--- src/pfet_pkg.sv ---
package pfet_pkg;

  localparam int REQ_BITS          = 3;
  localparam int HANDLE_FIELD_BITS = 32;
  localparam int INDEX_BITS        = 4;
  localparam int TOTAL_BITS        = 4;
  localparam int STATUS_BITS       = 2;

  localparam logic [REQ_BITS-1:0] REQ_ADD    = 3'd0;
  localparam logic [REQ_BITS-1:0] REQ_PIN    = 3'd1;
  localparam logic [REQ_BITS-1:0] REQ_UNPIN  = 3'd2;
  localparam logic [REQ_BITS-1:0] REQ_REMOVE = 3'd3;
  localparam logic [REQ_BITS-1:0] REQ_CLEAR  = 3'd4;
  localparam logic [REQ_BITS-1:0] REQ_READ   = 3'd5;

  localparam logic [STATUS_BITS-1:0] ST_OK        = 2'd0;
  localparam logic [STATUS_BITS-1:0] ST_PIN_LIMIT = 2'd1;
  localparam logic [STATUS_BITS-1:0] ST_RANGE     = 2'd2;
  localparam logic [STATUS_BITS-1:0] ST_NOT_FOUND = 2'd3;

  typedef enum logic [1:0] {
    PTR_KEEP = 2'd0,
    PTR_ZERO = 2'd1,
    PTR_IDX  = 2'd2,
    PTR_INC  = 2'd3
  } ptr_op_t;

  typedef struct packed {
    logic                   accept;
    ptr_op_t                ptr_op;
    logic                   rd_next;
    logic                   set_status;
    logic [STATUS_BITS-1:0] status_code;
    logic                   pin_set;
    logic                   pin_clr;
    logic                   tbl_clear;
    logic                   delete;
    logic                   cap_evict;
    logic                   cap_read;
    logic                   mem_move;
    logic                   append;
    logic                   out_load;
  } pfet_cmd_t;

  typedef struct packed {
    logic                in_valid;
    logic                out_free;
    logic [REQ_BITS-1:0] req;
    logic                full;
    logic                count_zero;
    logic                pin_limit;
    logic                idx_ok;
    logic                ptr_pinned;
    logic                ptr_last;
    logic                ptr_below;
    logic                match;
  } pfet_stat_t;

endpackage

--- src/pfet_ifs.sv ---
interface pfet_req_if import pfet_pkg::*; ();
  logic                         valid;
  logic                         ready;
  logic [REQ_BITS-1:0]          req_type;
  logic [HANDLE_FIELD_BITS-1:0] item_handle;
  logic [INDEX_BITS-1:0]        entry_index;

  modport source(output valid, req_type, item_handle, entry_index, input ready);
  modport sink(input valid, req_type, item_handle, entry_index, output ready);
endinterface

interface pfet_rsp_if import pfet_pkg::*; ();
  logic                         valid;
  logic                         ready;
  logic [HANDLE_FIELD_BITS-1:0] read_handle;
  logic                         read_pinned;
  logic [TOTAL_BITS-1:0]        entry_total;
  logic                         evicted_valid;
  logic [HANDLE_FIELD_BITS-1:0] evicted_handle;
  logic [STATUS_BITS-1:0]       status;

  modport source(output valid, read_handle, read_pinned, entry_total, evicted_valid,
                 evicted_handle, status, input ready);
  modport sink(input valid, read_handle, read_pinned, entry_total, evicted_valid,
               evicted_handle, status, output ready);
endinterface

--- src/pinned_fifo_entry_table_core.sv ---
// channel | dir | fields
// req     | in  | req_type, item_handle, entry_index
// rsp     | out | read_handle, read_pinned, entry_total, evicted_valid, evicted_handle, status
//
// one request at a time; pin, unpin, clear, unknown and rejected requests go decode then done
// read: decode, fetch, readout, done; add to a non-full table: decode, append, done
// add to a full table: scan pin bits (one pin bit a cycle), fetch, evict, shift/move per entry
// moved, append, done; remove: fetch and compare per entry, on a hit shift/move, on a miss done
// rst is synchronous; table is empty after reset, no clearing pass
// a waiting response holds in its register; the next request is taken meanwhile and waits in its
// last cycle until the register frees
module pinned_fifo_entry_table_core import pfet_pkg::*; #(
  parameter int CAPACITY    = 10,
  parameter int HANDLE_BITS = 32
) (
  input  logic       clk,
  input  logic       rst,
  pfet_req_if.sink   req,
  pfet_rsp_if.source rsp
);

  pfet_cmd_t  cmd;
  pfet_stat_t st;

  pfet_ctrl u_ctrl (
    .clk (clk),
    .rst (rst),
    .st  (st),
    .cmd (cmd)
  );

  pfet_datapath #(
    .CAPACITY    (CAPACITY),
    .HANDLE_BITS (HANDLE_BITS)
  ) u_datapath (
    .clk (clk),
    .rst (rst),
    .req (req),
    .rsp (rsp),
    .cmd (cmd),
    .st  (st)
  );

  a_one_at_a_time: assert property (@(posedge clk) disable iff (rst)
    req.valid && req.ready |=> !req.ready)
    else $error("request taken while another is in work");

  a_append_room: assert property (@(posedge clk) disable iff (rst)
    cmd.append |-> !st.full)
    else $error("append into a full table");

  a_delete_inside: assert property (@(posedge clk) disable iff (rst)
    cmd.delete |-> st.ptr_below && !st.count_zero)
    else $error("delete outside the table");

  a_load_free: assert property (@(posedge clk) disable iff (rst)
    cmd.out_load |-> st.out_free)
    else $error("response overwritten before taken");

endmodule

--- src/pfet_ctrl.sv ---
module pfet_ctrl import pfet_pkg::*; (
  input  logic       clk,
  input  logic       rst,
  input  pfet_stat_t st,
  output pfet_cmd_t  cmd
);

  typedef enum logic [10:0] {
    S_IDLE   = 11'b000_0000_0001,
    S_DECODE = 11'b000_0000_0010,
    S_VSCAN  = 11'b000_0000_0100,
    S_FETCH  = 11'b000_0000_1000,
    S_EVICT  = 11'b000_0001_0000,
    S_CMP    = 11'b000_0010_0000,
    S_SHIFT  = 11'b000_0100_0000,
    S_MOVE   = 11'b000_1000_0000,
    S_APPEND = 11'b001_0000_0000,
    S_RDOUT  = 11'b010_0000_0000,
    S_DONE   = 11'b100_0000_0000
  } state_t;

  state_t state, state_next;

  always_ff @(posedge clk) begin
    if (rst) begin
      state <= S_IDLE;
    end else begin
      state <= state_next;
    end
  end

  always_comb begin
    cmd        = '0;
    state_next = state;
    unique case (state)
      S_IDLE: begin
        cmd.accept = 1'b1;
        if (st.in_valid) state_next = S_DECODE;
      end
      S_DECODE: begin
        state_next = S_DONE;
        unique case (st.req)
          REQ_ADD: begin
            if (st.full) begin
              cmd.ptr_op = PTR_ZERO;
              state_next = S_VSCAN;
            end else begin
              state_next = S_APPEND;
            end
          end
          REQ_PIN: begin
            cmd.set_status = 1'b1;
            if (st.pin_limit) begin
              cmd.status_code = ST_PIN_LIMIT;
            end else if (st.idx_ok) begin
              cmd.status_code = ST_OK;
              cmd.pin_set     = 1'b1;
            end else begin
              cmd.status_code = ST_RANGE;
            end
          end
          REQ_UNPIN: begin
            if (st.idx_ok) begin
              cmd.pin_clr = 1'b1;
            end else begin
              cmd.set_status  = 1'b1;
              cmd.status_code = ST_RANGE;
            end
          end
          REQ_REMOVE: begin
            if (st.count_zero) begin
              cmd.set_status  = 1'b1;
              cmd.status_code = ST_NOT_FOUND;
            end else begin
              cmd.ptr_op = PTR_ZERO;
              state_next = S_FETCH;
            end
          end
          REQ_CLEAR: cmd.tbl_clear = 1'b1;
          REQ_READ: begin
            if (st.idx_ok) begin
              cmd.ptr_op = PTR_IDX;
              state_next = S_FETCH;
            end else begin
              cmd.set_status  = 1'b1;
              cmd.status_code = ST_RANGE;
            end
          end
          default: state_next = S_DONE;
        endcase
      end
      S_VSCAN: begin
        if (!st.ptr_pinned) begin
          state_next = S_FETCH;
        end else if (st.ptr_last) begin
          // every entry pinned: oldest goes
          cmd.ptr_op = PTR_ZERO;
          state_next = S_FETCH;
        end else begin
          cmd.ptr_op = PTR_INC;
        end
      end
      S_FETCH: begin
        if (st.req == REQ_ADD) begin
          state_next = S_EVICT;
        end else if (st.req == REQ_REMOVE) begin
          state_next = S_CMP;
        end else begin
          state_next = S_RDOUT;
        end
      end
      S_EVICT: begin
        cmd.cap_evict = 1'b1;
        cmd.delete    = 1'b1;
        state_next    = S_SHIFT;
      end
      S_CMP: begin
        if (st.match) begin
          cmd.delete = 1'b1;
          state_next = S_SHIFT;
        end else if (st.ptr_last) begin
          cmd.set_status  = 1'b1;
          cmd.status_code = ST_NOT_FOUND;
          state_next      = S_DONE;
        end else begin
          cmd.ptr_op = PTR_INC;
          state_next = S_FETCH;
        end
      end
      S_SHIFT: begin
        if (st.ptr_below) begin
          cmd.rd_next = 1'b1;
          state_next  = S_MOVE;
        end else if (st.req == REQ_ADD) begin
          state_next = S_APPEND;
        end else begin
          state_next = S_DONE;
        end
      end
      S_MOVE: begin
        cmd.mem_move = 1'b1;
        cmd.ptr_op   = PTR_INC;
        state_next   = S_SHIFT;
      end
      S_APPEND: begin
        cmd.append = 1'b1;
        state_next = S_DONE;
      end
      S_RDOUT: begin
        cmd.cap_read = 1'b1;
        state_next   = S_DONE;
      end
      S_DONE: begin
        if (st.out_free) begin
          cmd.out_load = 1'b1;
          state_next   = S_IDLE;
        end
      end
      default: state_next = S_IDLE;
    endcase
  end

endmodule

--- src/pfet_datapath.sv ---
module pfet_datapath import pfet_pkg::*; #(
  parameter int CAPACITY    = 10,
  parameter int HANDLE_BITS = 32
) (
  input  logic       clk,
  input  logic       rst,
  pfet_req_if.sink   req,
  pfet_rsp_if.source rsp,
  input  pfet_cmd_t  cmd,
  output pfet_stat_t st
);

  localparam int AW   = $clog2(CAPACITY);
  localparam int CW   = $clog2(CAPACITY + 1);
  localparam int CMPW = (CW > INDEX_BITS) ? CW : INDEX_BITS;
  localparam int SW   = (HANDLE_BITS < HANDLE_FIELD_BITS) ? HANDLE_BITS : HANDLE_FIELD_BITS;

  logic [SW-1:0]          mem [CAPACITY];
  logic [SW-1:0]          rd_data;
  logic [SW-1:0]          handle_q;
  logic [REQ_BITS-1:0]    req_q;
  logic [INDEX_BITS-1:0]  idx_q;
  logic [CW-1:0]          ptr, count, pin_total;
  logic [CAPACITY-1:0]    pins;
  logic [STATUS_BITS-1:0] res_status;
  logic [SW-1:0]          res_rd_handle, res_ev_handle;
  logic                   res_rd_pin, res_ev_valid;
  logic                   out_valid;
  logic [SW-1:0]          o_rd_handle, o_ev_handle;
  logic                   o_rd_pin, o_ev_valid;
  logic [TOTAL_BITS-1:0]  o_total;
  logic [STATUS_BITS-1:0] o_status;

  logic [AW-1:0]       ptr_a, count_a, idx_a, rd_addr_a;
  logic [CW-1:0]       ptr_inc, rd_addr;
  logic [CAPACITY-1:0] lo_mask, pins_del;
  logic                accept;

  assign accept    = req.valid && cmd.accept;
  assign ptr_a     = ptr[AW-1:0];
  assign count_a   = count[AW-1:0];
  assign idx_a     = AW'(idx_q);
  assign ptr_inc   = ptr + CW'(1);
  assign rd_addr   = ptr + CW'(cmd.rd_next);
  assign rd_addr_a = rd_addr[AW-1:0];

  // close the gap at ptr
  assign lo_mask  = (CAPACITY'(1) << ptr_a) - CAPACITY'(1);
  assign pins_del = (pins & lo_mask) | ((pins >> 1) & ~lo_mask);

  assign st.in_valid   = req.valid;
  assign st.out_free   = !out_valid || rsp.ready;
  assign st.req        = req_q;
  assign st.full       = count >= CW'(CAPACITY);
  assign st.count_zero = count == '0;
  assign st.pin_limit  = pin_total >= CW'(CAPACITY - 1);
  assign st.idx_ok     = CMPW'(idx_q) < CMPW'(count);
  assign st.ptr_pinned = pins[ptr_a];
  assign st.ptr_last   = ptr_inc >= count;
  assign st.ptr_below  = ptr < count;
  assign st.match      = rd_data == handle_q;

  assign req.ready          = cmd.accept;
  assign rsp.valid          = out_valid;
  assign rsp.read_handle    = HANDLE_FIELD_BITS'(o_rd_handle);
  assign rsp.read_pinned    = o_rd_pin;
  assign rsp.entry_total    = o_total;
  assign rsp.evicted_valid  = o_ev_valid;
  assign rsp.evicted_handle = HANDLE_FIELD_BITS'(o_ev_handle);
  assign rsp.status         = o_status;

  // handle store, one read and one write port
  always_ff @(posedge clk) begin
    rd_data <= mem[rd_addr_a];
    if (cmd.mem_move) begin
      mem[ptr_a] <= rd_data;
    end else if (cmd.append) begin
      mem[count_a] <= handle_q;
    end
  end

  always_ff @(posedge clk) begin
    if (rst) begin
      count     <= '0;
      pins      <= '0;
      pin_total <= '0;
      out_valid <= 1'b0;
    end else begin
      if (cmd.tbl_clear) begin
        count     <= '0;
        pins      <= '0;
        pin_total <= '0;
      end else if (cmd.delete) begin
        pins  <= pins_del;
        count <= count - CW'(1);
        if (pins[ptr_a]) pin_total <= pin_total - CW'(1);
      end else if (cmd.append) begin
        pins[count_a] <= 1'b0;
        count         <= count + CW'(1);
      end else if (cmd.pin_set) begin
        if (!pins[idx_a]) begin
          pins[idx_a] <= 1'b1;
          pin_total   <= pin_total + CW'(1);
        end
      end else if (cmd.pin_clr) begin
        if (pins[idx_a]) begin
          pins[idx_a] <= 1'b0;
          pin_total   <= pin_total - CW'(1);
        end
      end
      if (cmd.out_load) begin
        out_valid <= 1'b1;
      end else if (rsp.ready) begin
        out_valid <= 1'b0;
      end
    end
  end

  always_ff @(posedge clk) begin
    if (accept) begin
      req_q         <= req.req_type;
      handle_q      <= req.item_handle[SW-1:0];
      idx_q         <= req.entry_index;
      res_status    <= ST_OK;
      res_rd_handle <= '0;
      res_rd_pin    <= 1'b0;
      res_ev_valid  <= 1'b0;
      res_ev_handle <= '0;
    end
    case (cmd.ptr_op)
      PTR_ZERO: ptr <= '0;
      PTR_IDX:  ptr <= CW'(idx_q);
      PTR_INC:  ptr <= ptr_inc;
      default:  ptr <= ptr;
    endcase
    if (cmd.set_status) res_status <= cmd.status_code;
    if (cmd.cap_evict) begin
      res_ev_valid  <= 1'b1;
      res_ev_handle <= rd_data;
    end
    if (cmd.cap_read) begin
      res_rd_handle <= rd_data;
      res_rd_pin    <= pins[ptr_a];
    end
    if (cmd.out_load) begin
      o_rd_handle <= res_rd_handle;
      o_rd_pin    <= res_rd_pin;
      o_total     <= TOTAL_BITS'(count);
      o_ev_valid  <= res_ev_valid;
      o_ev_handle <= res_ev_handle;
      o_status    <= res_status;
    end
  end

endmodule

--- src/flat_wrapper.sv ---
// flat-port wrapper written by rule: the top's interface ports become plain ports
module pinned_fifo_entry_table_core_flat import pfet_pkg::*;
#(
  parameter int CAPACITY    = 10,
  parameter int HANDLE_BITS = 32
)
  (clk, rst, req_valid, req_req_type, req_item_handle, req_entry_index, req_ready, rsp_valid, rsp_read_handle, rsp_read_pinned, rsp_entry_total, rsp_evicted_valid, rsp_evicted_handle, rsp_status, rsp_ready);
  pfet_req_if req_i ();
  pfet_rsp_if rsp_i ();
  input  logic clk;
  input  logic rst;
  input wire logic [$bits(req_i.valid)-1:0] req_valid;
  input wire logic [$bits(req_i.req_type)-1:0] req_req_type;
  input wire logic [$bits(req_i.item_handle)-1:0] req_item_handle;
  input wire logic [$bits(req_i.entry_index)-1:0] req_entry_index;
  output wire logic [$bits(req_i.ready)-1:0] req_ready;
  output wire logic [$bits(rsp_i.valid)-1:0] rsp_valid;
  output wire logic [$bits(rsp_i.read_handle)-1:0] rsp_read_handle;
  output wire logic [$bits(rsp_i.read_pinned)-1:0] rsp_read_pinned;
  output wire logic [$bits(rsp_i.entry_total)-1:0] rsp_entry_total;
  output wire logic [$bits(rsp_i.evicted_valid)-1:0] rsp_evicted_valid;
  output wire logic [$bits(rsp_i.evicted_handle)-1:0] rsp_evicted_handle;
  output wire logic [$bits(rsp_i.status)-1:0] rsp_status;
  input wire logic [$bits(rsp_i.ready)-1:0] rsp_ready;
  assign req_i.valid = req_valid;
  assign req_i.req_type = req_req_type;
  assign req_i.item_handle = req_item_handle;
  assign req_i.entry_index = req_entry_index;
  assign req_ready = req_i.ready;
  assign rsp_valid = rsp_i.valid;
  assign rsp_read_handle = rsp_i.read_handle;
  assign rsp_read_pinned = rsp_i.read_pinned;
  assign rsp_entry_total = rsp_i.entry_total;
  assign rsp_evicted_valid = rsp_i.evicted_valid;
  assign rsp_evicted_handle = rsp_i.evicted_handle;
  assign rsp_status = rsp_i.status;
  assign rsp_i.ready = rsp_ready;
  pinned_fifo_entry_table_core #(.CAPACITY(CAPACITY), .HANDLE_BITS(HANDLE_BITS)) u_core (.clk(clk), .rst(rst), .req(req_i), .rsp(rsp_i));
endmodule
--- config.mk ---
export PLATFORM = sky130hd
export DESIGN_NAME = pinned_fifo_entry_table_core_flat
export DESIGN_NICKNAME = d
export VERILOG_FILES = /design/src/pfet_pkg.sv /design/src/pfet_ifs.sv /design/src/pinned_fifo_entry_table_core.sv /design/src/pfet_ctrl.sv /design/src/pfet_datapath.sv /design/src/flat_wrapper.sv
export SDC_FILE = /design/constraint.sdc
export NUM_CORES = 1
export LEC_CHECK = 0
export BUFFER_PORTS_ARGS = -buffer_cell sky130_fd_sc_hd__buf_2
export CAP_MARGIN = 5
export CELL_PAD_IN_SITES_DETAIL_PLACEMENT = 1
export CELL_PAD_IN_SITES_GLOBAL_PLACEMENT = 2
export CORE_UTILIZATION = 46
export CTS_CLUSTER_SIZE = 25
export DETAILED_ROUTE_END_ITERATION = 10
export PLACE_DENSITY = 0.91
export RECOVER_POWER = 100
export SYNTH_ARGS = -nofsm -noshare
export SYNTH_HDL_FRONTEND = slang
export SYNTH_HIERARCHICAL = 1
export SYNTH_SLANG_ARGS = --single-unit
--- constraint.sdc ---
create_clock -name clk -period 5.7 [get_ports clk]
set_clock_uncertainty 0.15 [all_clocks]
set_input_delay 0.57 -clock clk [delete_from_list [all_inputs] [get_ports clk]]
set_output_delay 0.57 -clock clk [all_outputs]
set_load 0.1 [all_outputs]
* After elaboration in Yosys (flattened, before gate mapping)
Memories as Yosys holds them, arrays and structs flattened. A register that Yosys moved wholly into a read port is not among the register bits.
Cells that the tools add are included.
Widths: inputs -> output; s select.
** Cells by class
- $add $sub $neg :: 7
- Magnitude comparators :: 10
- Equal/unequal tests :: 27
- Shifts and indexed selects :: 1
- Muxes and demuxes :: 90
- Bitwise gates (word level) :: 9
- Reductions and logical operators :: 25
** Operators with widths (count)
- $mux 32 :: 4
- $mux 11 :: 11
- $pmux 11 s9 :: 1
- $mux 10 :: 7
- $mux 4 :: 10
- $pmux 11 s3 :: 1
- $eq 32x32->1 :: 1
- $reduce_or 32->1 :: 1
- $mux 1 :: 31
- $and 10x10->10 :: 3
- $not 10->10 :: 3
- $or 10x10->10 :: 2
- $mux 2 :: 9
- $lt 4x5->1 const B :: 3
- $mux 3 :: 5
- $add 4x1->4 const B :: 3
- $pmux 4 s3 :: 1
- $eq 11x1->1 const B :: 1
- $eq 11x10->1 const B :: 1
- $eq 11x11->1 const B :: 1
- $eq 11x2->1 const B :: 1
- $eq 11x3->1 const B :: 1
- $eq 11x4->1 const B :: 1
- $eq 11x5->1 const B :: 1
- 42 further kinds :: 66
** Word-level totals
- Bits in registers :: 213
- Memory bits (writable) :: 320
- Output and inout port bits :: 74
- Memories :: 1
** Memory list
- u_core.u_datapath.mem :: words 10, width 32, read ports 1, clocked after Yosys merged registers in 1, wr ports 1, RTL line pfet_datapath.sv:18 : logic [SW-1:0] mem [CAPACITY];

* Longest topological paths before layout
Gate-level depths: netlist (run 1).
- Depth after elaboration :: 11
- Mapped depth :: 16
- Depth with buffers taken out :: 14

* Cells and area by module
The synthesis (run 1) kept the hierarchy.
** Modules (own cells, without submodules)
- pfet_datapath :: instances 1, cells an instance 1289, area each 22059.9 um2, seq. area each 16115.5 um2
- pfet_ctrl :: instances 1, cells an instance 147, area each 1076.0 um2, seq. area each 220.2 um2

* Worst setup path before layout (run 1)
OpenSTA, ideal clock, no wires.
- Path type :: register to register
- Start :: reg u_core.u_ctrl.state[1]
- End :: mem u_core/u_datapath/mem[1][0] in the netlist's numbering, enable pin
- Library setup time :: 0.421 ns
- Arrival :: 3.972 ns
- Data required time :: 5.129 ns
- Setup slack :: 1.157 ns
- Stages on the path, launching flop included :: 13
- Buffers on the path :: 3
- Period minus slack after synthesis :: 4.543 ns
- Path through :: dfxtp_1 buf_6 nor4_4 nand2b_2 nand2b_4 nor4b_1 nand2b_1 clkbuf_1 buf_1 nor2_1 a21oi_1 nand2_1 nor2_1
** RTL lines
- from (decl) :: RTL line pfet_ctrl.sv:22 : state_t state, state_next;
- from (signal assigned) :: RTL line pfet_ctrl.sv:28 : state <= state_next;
- to (decl) :: RTL line pfet_datapath.sv:18

==> impl_results.md, run 1 <==
* Yosys top cell area share at 0.652
* Worst-Margin Slew at 2.10 ns
* Row cnt at 81
* CTS root buf: clkbuf_16
* Initial Util at 0.470
* Core ar. at 49300 um2
* R2R depth at 9
* F_max at 0.193 GHz
* Post-route cell area at 26700 um2
* Fin. max-slew vios at 167
* TritonCTS clock tree: built
* Worst Hold Path EP: u_core/u_ctrl/state[1]
* Post-CTS setup buffer count at 0
* CP Capture Type: register
* Hold Path Depth at 3
* Final net count at ~1700
* R2R Path End: u_core/u_datapath/mem[4][0]
* DR WL/cell at about 26 um
* Layout cells sized above 1 at 0.147
* Placement Cell Area at 24600 um2
* M3 GR Usage at 0.0428
* Ranking of synthesized cells by area: edfxtp_1, mux4_2, dfxtp_1
* Worst Path Required at approximately 5.9 ns
* Met1 Usage GRT at 0.317
* First-pass GRT wire length at between 80000 and 90000 um
* Crit path DAT at 5.33 ns
* GP Congestion at a little under 0.9
* Final ANT Viol Nets at 0
* Die W at 226 um
* GR Layer Usage met2 at 0.401
* Status: finished, violations left
* Post-synth EDFFs at 502
* VDD IR max at 0.000329 V
* Maximum clock path buffer count at 3
* Cts hold-fix bufs at 39
* H-tree depth at 2
* Setup TNS at 0 ns
* Reg-to-reg startpoint: u_core/u_ctrl/state[1]
* Tmin final at 5.17 ns
* Synth top cells by count: edfxtp_1, a21oi_1, and2_1
* Library cells used by synthesis at 83
* Area leader, netlist: edfxtp_1
* Gr usage total at 0.239
* Syn Inst Count at 1436
* Clock Latency Late Sink at slightly above 0.6 ns
* Pre-CTS WS at around 1.1 ns
* CTS Buf Count at 57
* Synthesis-to-finish area growth at 15.5%
* LEAKAGE at 0.00866 uW
* Clock sink count at 565
* Mapped Avg Cell Area at 16.1 um2
* Final setup violation count at 0
* Via density at 5.87
* Antenna cell count at 0
* Height of the die at between 200 and 250 um
* Post_cts resized at 0
* Endpoints failing hold at 0
* DR pass1 iterations at 7
* Period utilization at 0.907
* Initial DRC Count at 1378
* Failing checks: capacitance limit, slew limit
* Max Cap Viol at 4
* Via count at 13546
* # DRC at 0
* Min-delay src: req_valid
* Post-synth net total at 1505
* Reg clk slew, reported paths at 0.06 ns
* Cell Area, Synth at ~23000 um2
* Worst Setup Start Kind: register
* P per Cell Area at 324 nW/um2
* Reg2Reg Setup Slack at 0.53 ns
* Num ports at 117
* Sequential share of the synthesized area at 0.706
* Busiest grt layer: met2
* Number of port buffers at 116
* Top_reg_cell synth: edfxtp_1
* Rel. slew slack at -0.397
* Die ar. at 51200 um2
* Crit-path max FO at 17
* Unrepaired setup endpoints after global routing: no
* #FFs+latches synth at between 500 and 600
* Yosys Warn Count at 6
* Largest net degree at the start of global routing at 67
* Gr ovfl total at 0
* Asr flop ratio synth at 0
* Most common cell in the synthesized netlist: edfxtp_1
* Wirelength, routed at around 60000 um
* Initial antenna violation count at 1
* Critical Path Start: u_core/u_ctrl/state[1]
* Hold WC Path Type: input pin to register
* Vias in the first global route at approximately 14000
* PnR worst setup slack at 0.531 ns
* Critical path class: register to register
* Detail Placement HPWL at 37500 um
==> state kept, by name (all words and copies together), names as in the netlist, 2 cells and up, named ones only <==
register / cells
u_core/u_datapath/ptr: 4
u_core/u_datapath/mem: 320
u_core/u_datapath/idx_a: 4
u_core/u_datapath/rsp.read_handle: 32
u_core/u_datapath/rsp.status: 2
u_core/u_datapath/rsp.evicted_handle: 32
u_core/u_datapath/rd_data: 32
u_core/u_datapath/count: 4
u_core/u_datapath/res_rd_handle: 32
u_core/u_datapath/handle_q: 32
u_core/u_ctrl/state: 11
u_core/u_datapath/res_ev_handle: 32
u_core/u_datapath/req_q: 3
u_core/u_datapath/res_status: 2
u_core/u_datapath/rsp.entry_total: 4
u_core/u_datapath/pin_total: 4
==> cells by family (layout without fill, tap and decap cells) <==
| kind of cell | after synthesis | after routing | synth area share |
|---|---|---|---|
| flip-flops | 565 | 565 | 0.706 |
| AND/OR/NAND/NOR | 336 | 336 | 0.0843 |
| AO/OA/AOI/OAI | 211 | 211 | 0.0589 |
| multiplexers | 148 | 148 | 0.101 |
| buffers and inverters | 106 | 315 | 0.0189 |
| XOR/XNOR | 44 | 44 | 0.0167 |
| adder cells (fa/ha/maj) | 26 | 26 | 0.0144 |
==> worst max-delay path, cell delays in order (launching register included) <==
cell and delay [ns]:
dfxtp_1 0.42, nor4_1 0.54, nand2b_2 0.19, nand2b_1 0.28
nor4b_1 1.01, nand2b_2 0.41, o21a_1 0.29, nand2_1 0.25
nor2_2 1.00, buf_12 0.28
==> routing by layer <==
metal  vias up  wire length [um]
li1       5904                 -
met1      7000             24500
met2       530             29500
met3       112              4440
met4         0              1540
met5         -                 0
==> final cells by class <==
type / instances / area [um2]
Clock buffer: 69 / 1480
Clock inverter: 37 / 464
Fill cell: 4666 / 22500
Inverter: 28 / 105
Multi-Input combinational cell: 765 / 6430
Sequential cell: 565 / 16300
Tap cell: 664 / 831
Timing Repair Buffer: 181 / 1080
==> how the worst max path moves through the flow <==
stage,end,slack (ns),depth (start not counted)
floorplan,u_core/u_datapath/mem[1][0],1.16,12
global placement,u_core/u_datapath/mem[5][0],1.39,10
detailed placement,u_core/u_datapath/mem[5][1],1.09,10
CTS,u_core/u_datapath/mem[5][24],1.01,10
global route,u_core/u_datapath/mem[5][24],0.42,10
finish,u_core/u_datapath/mem[4][0],0.53,9
==> cell usage in the layout (no fill, tap or decap), drive strengths merged, types with 24 or more instances in the layout <==
master	instances
mux4	64
mux2	37
ha	25
dfxtp	63
edfxtp	502
and2	72
buf	48
a21oi	75
inv	30
nand2	42
a211oi	36
mux2i	47
o21ai	30
nor2b	46
clkbuf	163
dlygate4sd3	39
clkinv	24
xor2	35
nor2	45
nor3	28
==> report_power, final <==
| group | leakage (uW) | switching, uW | internal (uW) |
|---|---|---|---|
| Sequential | 0.00512 | 54.5 | 4540 |
| Clock | 0.000946 | 1620 | 2270 |
| Combinational | 0.00259 | 122 | 57.3 |
| Total | 0.00866 | 1790 | 6870 |
==> stage by stage <==
stage               hold slack, ns  total power [uW]   util  cells
floorplan                    0.250              4760      -   1436
finish                      0.0800              8660  0.543   2309
global route                0.0896              8870  0.543   2309
CTS                         0.0681              8700  0.547   2309
detailed placement           0.256              4840  0.499   2164
global placement             0.251              4830  0.499   2164
Power figures use the tool's default switching activity.
==> run 2: changes to the inputs <==
- CORE_UTILIZATION: 46 -> 30
- PLACE_DENSITY: 0.91 -> 0.67
==> run 2 against run 1 <==
Effect of this change:
- the run still ends with capacitance limit, slew limit left
- count of clock-buffer cells in the layout is 5 higher
- maximum frequency is 0.29% higher
- cell count is 17% higher
- largest cell class unchanged
==> impl_results.md, run 2 (synthesis gave the netlist of run 1 again) <==
* Status: finished, violations left
* Failing checks: capacitance limit, slew limit
* Internal power at ~7200 uW
* Reg clk slew, reported paths at 0.06 ns
* FILL cells at 7785
* Final ANT Viol Nets at 0
* Row cnt at 101
* Switching Share at 0.203
* Top reg by flops: u_core/u_datapath/mem
* LEAKAGE at about 0.0088 uW
* Post_cts resized at 0
* Synthesis-to-finish area growth at 18.9%
* Max FFs per register at 320
* Critical path class: register to register
* Worst Setup Start Kind: register
* Max Cap Viol at 6
* Num ports at 117
* GP Congestion at 0.835
* CTS Buf Count at 61
* Wirelength, routed at 58400 um
* Commonest non-fill, non-tap cell in the layout: edfxtp_1
* Total placed cells including tap cells at 2539
* Worst Path Required at 5.80 ns
* DR pass1 iterations at 4
* Number of port buffers at approximately 120
* Register Area at 16300 um2
* Gr usage total at 0.149
* Final setup violation count at 0
* H-tree depth at 2
* DR WL/cell at between 20 and 25 um
* First-pass GRT wire length at 87700 um
* Unrepaired setup endpoints after global routing: no
* TritonCTS clock tree: built
* Worst-Margin Slew at 2.12 ns
* Hold WC Path Type: input pin to register
* Core ar. at 76100 um2
* Switching pwr at around 1800 uW
* Total power at 9080 uW
* Maximum clock path buffer count at 3
* Largest net degree at the start of global routing at 67
* Via count at between 10000 and 15000
* Sequential group share of total power at 0.505
* Vias in the first global route at 13802
* VDD IR max at 0.000234 V
* Die W at approximately 280 um
* Setup TNS at 0 ns
* Fin. max-slew vios at 200
* Layout cells sized above 1 at 0.152
* Period utilization at 0.904
* Final Non-Filler Cells at 2694
* CP Capture Type: register
* Clock sink count at 565
* Initial DRC Count at 907
* F_max at 0.194 GHz
* CTS root buf: clkbuf_16
* Rel. slew slack at -0.414
* Placement Cell Area at 25100 um2
* Die ar. at 78200 um2
* Leading cell types in the layout, fill and taps excluded: edfxtp_1, clkbuf_1, a21oi_1
* Final net count at around 1700
* Initial antenna violation count at 4
* # DRC at 0
* P per Cell Area at 330 nW/um2
* Clock Latency Late Sink at 0.64 ns
* Gate power share at 0.021
* Detail Placement HPWL at 38900 um
* Height of the die at ~280 um
* Hold Slack at 0.0612 ns
* Via density at 4.83
* Crit-path max FO at 24
* Tmin final at 5.15 ns
* Post-route cell area at roughly 28000 um2
* Gr ovfl total at 0
* Crit path DAT at 5.25 ns
* Multi-input logic area at 6440 um2
* Endpoints failing hold at 0
* Clk pwr share at 0.474
* Initial Util at 0.304
[run 2: cell count changes in the layout (fill, tap and decap cells not counted), sizes merged]
cell / delta
bufinv: +5
clkinvlp: +3
clkbuf: +13
diode: +1
buf: +1
inv: -2
clkinv: -2
[run 2: worst max-delay path: stages (launching register included)]
cell	delay, ns
dfxtp_1	0.39
nor4_1	0.60
nand2b_2	0.20
nand2b_4	0.21
nor4b_1	0.80
nand2b_2	0.69
o21a_1	0.33
nand2_1	0.18
nor2_1	0.67
clkbuf_2	0.54
[run 2: path summary, 6_finish.rpt]
kind / startpoint / to / slack [ns] / cells after the start
worst max-delay path: u_core/u_ctrl/state[1] / u_core/u_datapath/mem[4][30] / 0.55 / 9
worst min-delay path: req_valid / u_core/u_ctrl/state[1] / 0.06 / 3
worst max register to register: u_core/u_ctrl/state[1] / u_core/u_datapath/mem[4][30] / 0.55 / 9
worst min register to register: u_core/u_datapath/res_ev_handle[24] / u_core/u_datapath/rsp.evicted_handle[24] / 0.26 / 0
[run 2: per-stage QoR]
stage,util,setup slack (ns)
6_report,0.362,0.547
5_1_grt,0.361,0.292
4_1_cts,0.364,0.885
3_5_place_dp,0.330,0.932
3_3_place_gp,0.330,1.12
2_1_floorplan,-,1.16
[run 2: power by group through the flow]
stage	clock network [uW]	logic, uW	registers (uW)
2_1_floorplan	0	104	4650
3_3_place_gp	0	175	4670
3_5_place_dp	0	178	4680
4_1_cts	4430	199	4590
5_1_grt	4570	208	4590
6_report	4300	189	4590
[run 2: per-layer routing]
layer | track usage | wire length (um) | up-vias
met5 | 0 | 0 | -
met4 | 0.0443 | 1210 | 0
met3 | 0.0209 | 2600 | 73
met2 | 0.239 | 27200 | 275
met1 | 0.210 | 27400 | 6727
li1 | - | - | 5940
[run 2: area by class of cell]
cell class / count / share of cell area
flip-flops and latches: 565 / 0.594
multi-input cells: 765 / 0.234
clock buffers: 74 / 0.0581
well taps: 1030 / 0.0469
repair buffers: 190 / 0.0404
clock inverters: 41 / 0.0225
inverters: 28 / 0.00382
diodes: 1 / 0.0000910
[run 2: what timing repair did]
item                                    4_1_cts  5_1_grt
endpoints found under the setup margin        0        0
hold buffers                                 39        0
buffers inserted                              0        0
hold endpoints to repair                     39        0
==> run 3: changes to the inputs <==
--- a/config.mk
+++ b/config.mk
@@ -9,9 +9,9 @@
 export CAP_MARGIN = 5
 export CELL_PAD_IN_SITES_DETAIL_PLACEMENT = 1
-export CELL_PAD_IN_SITES_GLOBAL_PLACEMENT = 2
-export CORE_UTILIZATION = 30
+export CELL_PAD_IN_SITES_GLOBAL_PLACEMENT = 1
+export CORE_UTILIZATION = 35
 export CTS_CLUSTER_SIZE = 25
 export DETAILED_ROUTE_END_ITERATION = 10
-export PLACE_DENSITY = 0.67
+export PLACE_DENSITY = 0.68
 export RECOVER_POWER = 100
 export SYNTH_ARGS = -nofsm -noshare
--- a/constraint.sdc
+++ b/constraint.sdc
@@ -3,3 +3,3 @@
 set_input_delay 0.57 -clock clk [delete_from_list [all_inputs] [get_ports clk]]
 set_output_delay 0.57 -clock clk [all_outputs]
-set_load 0.1 [all_outputs]
+set_load 0.01 [all_outputs]
==> run 3 against run 2 <==
Effect of this change:
- the flow still finishes with violations (capacitance limit, slew limit)
- routed wire length down 4.2%
- sequential share of layout area up 1.3 points
- register-to-register slack about the same
- sequential cell count unchanged
- hold slack better by 0.013 ns
- via count up 0.30%
- critical path depth up 2
- count of clock-buffer cells in the layout down 4
- final area down 2.1%
- core utilization up 5.3 points
- first-iteration DRC count down 8.8%
- power down 6.7%
- critical path type unchanged
- highest routed layer unchanged
==> impl_results.md, run 3 (synthesis gave the netlist of run 1 again) <==
* Gr ovfl total at 0
* Hold WC Path Type: input pin to register
* GP Congestion at slightly below 0.9
* Max Cap Viol at 5
* Post_cts resized at 0
* Pre-CTS WS at 0.948 ns
* TritonCTS clock tree: built
* Critical path class: register to register
* DR pass1 iterations at 5
* Fin. max-slew vios at 175
* Detail Placement HPWL at 36600 um
* F_max at between 0.15 and 0.2 GHz
* Row cnt at 93
* Reg clk slew, reported paths at 0.07 ns
* Met1 Usage GRT at 0.234
* Gr usage total at 0.166
* Max incr delay on CP at roughly 0.98 ns
* Max FFs per register at 320
* M3 GR Usage at 0.0263
* Number of port buffers at 116
* Top cell by count, worst path: nor2_1
* Synthesis-to-finish area growth at 16.4%
* Setup TNS at 0 ns
* First-pass GRT wire length at 84100 um
* Wirelength, routed at 56000 um
* Worst Path Required at between 6 and 7 ns
* Die W at 259 um
* H-tree depth at 2
* Via density at 5.23
* Period utilization at 0.906
* Leading cell types in the layout, fill and taps excluded: edfxtp_1, clkbuf_1, a21oi_1
* # DRC at 0
* PnR worst setup slack at 0.535 ns
* Rel. slew slack at -1.10
* Failing checks: capacitance limit, slew limit
* Initial Util at 0.356
* Final net count at 1665
* Initial antenna violation count at 0
* Die ar. at 67100 um2
* Largest net degree at the start of global routing at 74
* Worst Setup Start Kind: register
* Initial DRC Count at approximately 830
* Via count at 13054
* Worst-Margin Slew at 3.14 ns
* GR Layer Usage met2 at 0.268
* Worst-path cell chain: xor2_1 > nor4_1 > nand4_1 > nor2_1 > nand3b_1 > a211oi_2 > clkbuf_1 > nor2_1 > nand3_1 > o211ai_1 > a32o_1
* LEAKAGE at 0.00864 uW
* DR WL/cell at around 22 um
* Num ports at 117
* Core ar. at roughly 65000 um2
* CP Capture Type: register
* Unrepaired setup endpoints after global routing: no
* Final setup violation count at 0
* Endpoints failing hold at 0
* Vias in the first global route at 13518
* P per Cell Area at 315 nW/um2
* Status: finished, violations left
* Final ANT Viol Nets at 0
* Antenna cell count at 0
* Crit-path max FO at 29
* Clock sink count at around 570
* Clock Latency Late Sink at 0.61 ns
* CTS root buf: clkbuf_16
* Layout cells sized above 1 at 0.150
* VDD IR max at 0.000248 V
* Crit path DAT at 5.52 ns
* Critical-path top delay cell: clkbuf_1
* Commonest non-fill, non-tap cell in the layout: edfxtp_1
* Height of the die at ~260 um
* Busiest grt layer: met2
* Tmin final at 5.17 ns
* Maximum clock path buffer count at 3
* CTS Buf Count at 57
* Top reg by flops: u_core/u_datapath/mem
[run 3: layer usage]
layer / routed length (um) / up-vias
met2: 26300 / 336
met1: 25700 / 6744
li1: - / 5905
met3: 2830 / 69
met5: 0 / -
met4: 1140 / 0
[run 3: metrics by stage]
| stage | hold slack, ns | instance area, um2 | power, uW | std cells | utilization |
|---|---|---|---|---|---|
| global route | 0.0679 | 26900 | 8720 | 2497 | 0.415 |
| detailed placement | 0.255 | 24800 | 4830 | 2353 | 0.382 |
| global placement | 0.254 | 24800 | 4820 | 2353 | 0.382 |
| finish | 0.0744 | 26900 | 8470 | 2497 | 0.415 |
| floorplan | 0.250 | 23100 | 4740 | 1436 | - |
| CTS | 0.0424 | 27100 | 8580 | 2497 | 0.417 |
[run 3: timing repair]
action / CTS / global route
setup buffers: 0 / 0
hold buffers: 39 / 0
hold endpoints to repair: 39 / 0
[run 3: layout make-up]
cell class | instances | area [um2]
clock buffers | 70 | 1510
clock inverters | 35 | 368
fillers | 6522 | 38000
inverters | 28 | 105
multi-input cells | 765 | 6450
flip-flops and latches | 565 | 16300
well taps | 855 | 1070
repair buffers | 179 | 1090
[run 3: report_power, final]
| part | internal (uW) | switching (uW) |
|---|---|---|
| clock | 2120 | 1590 |
| sequential | 4540 | 52.9 |
| combinational | 57.8 | 102 |
[run 3: worst paths after layout]
check,start,endpoint,slack [ns],cells after the start
worst max register to register,u_core/u_datapath/handle_q[17],register,0.53,11
worst min register to register,u_core/u_datapath/res_rd_handle[3],u_core/u_datapath/rsp.read_handle[3],0.26,0
worst max-delay path,u_core/u_datapath/handle_q[17],register,0.53,11
worst min-delay path,req_valid,u_core/u_ctrl/state[1],0.07,3
[run 3: critical path, delay by kind of cell, from the launching register on]
| family | cells | cell delay, ns |
|---|---|---|
| and+or+nand+nor | 6 | 2.49 |
| buffers and inverters | 1 | 0.98 |
| AOI/OAI and AO/OA | 3 | 0.75 |
| DFF | 1 | 0.47 |
| xor gates and xnor gates | 1 | 0.21 |
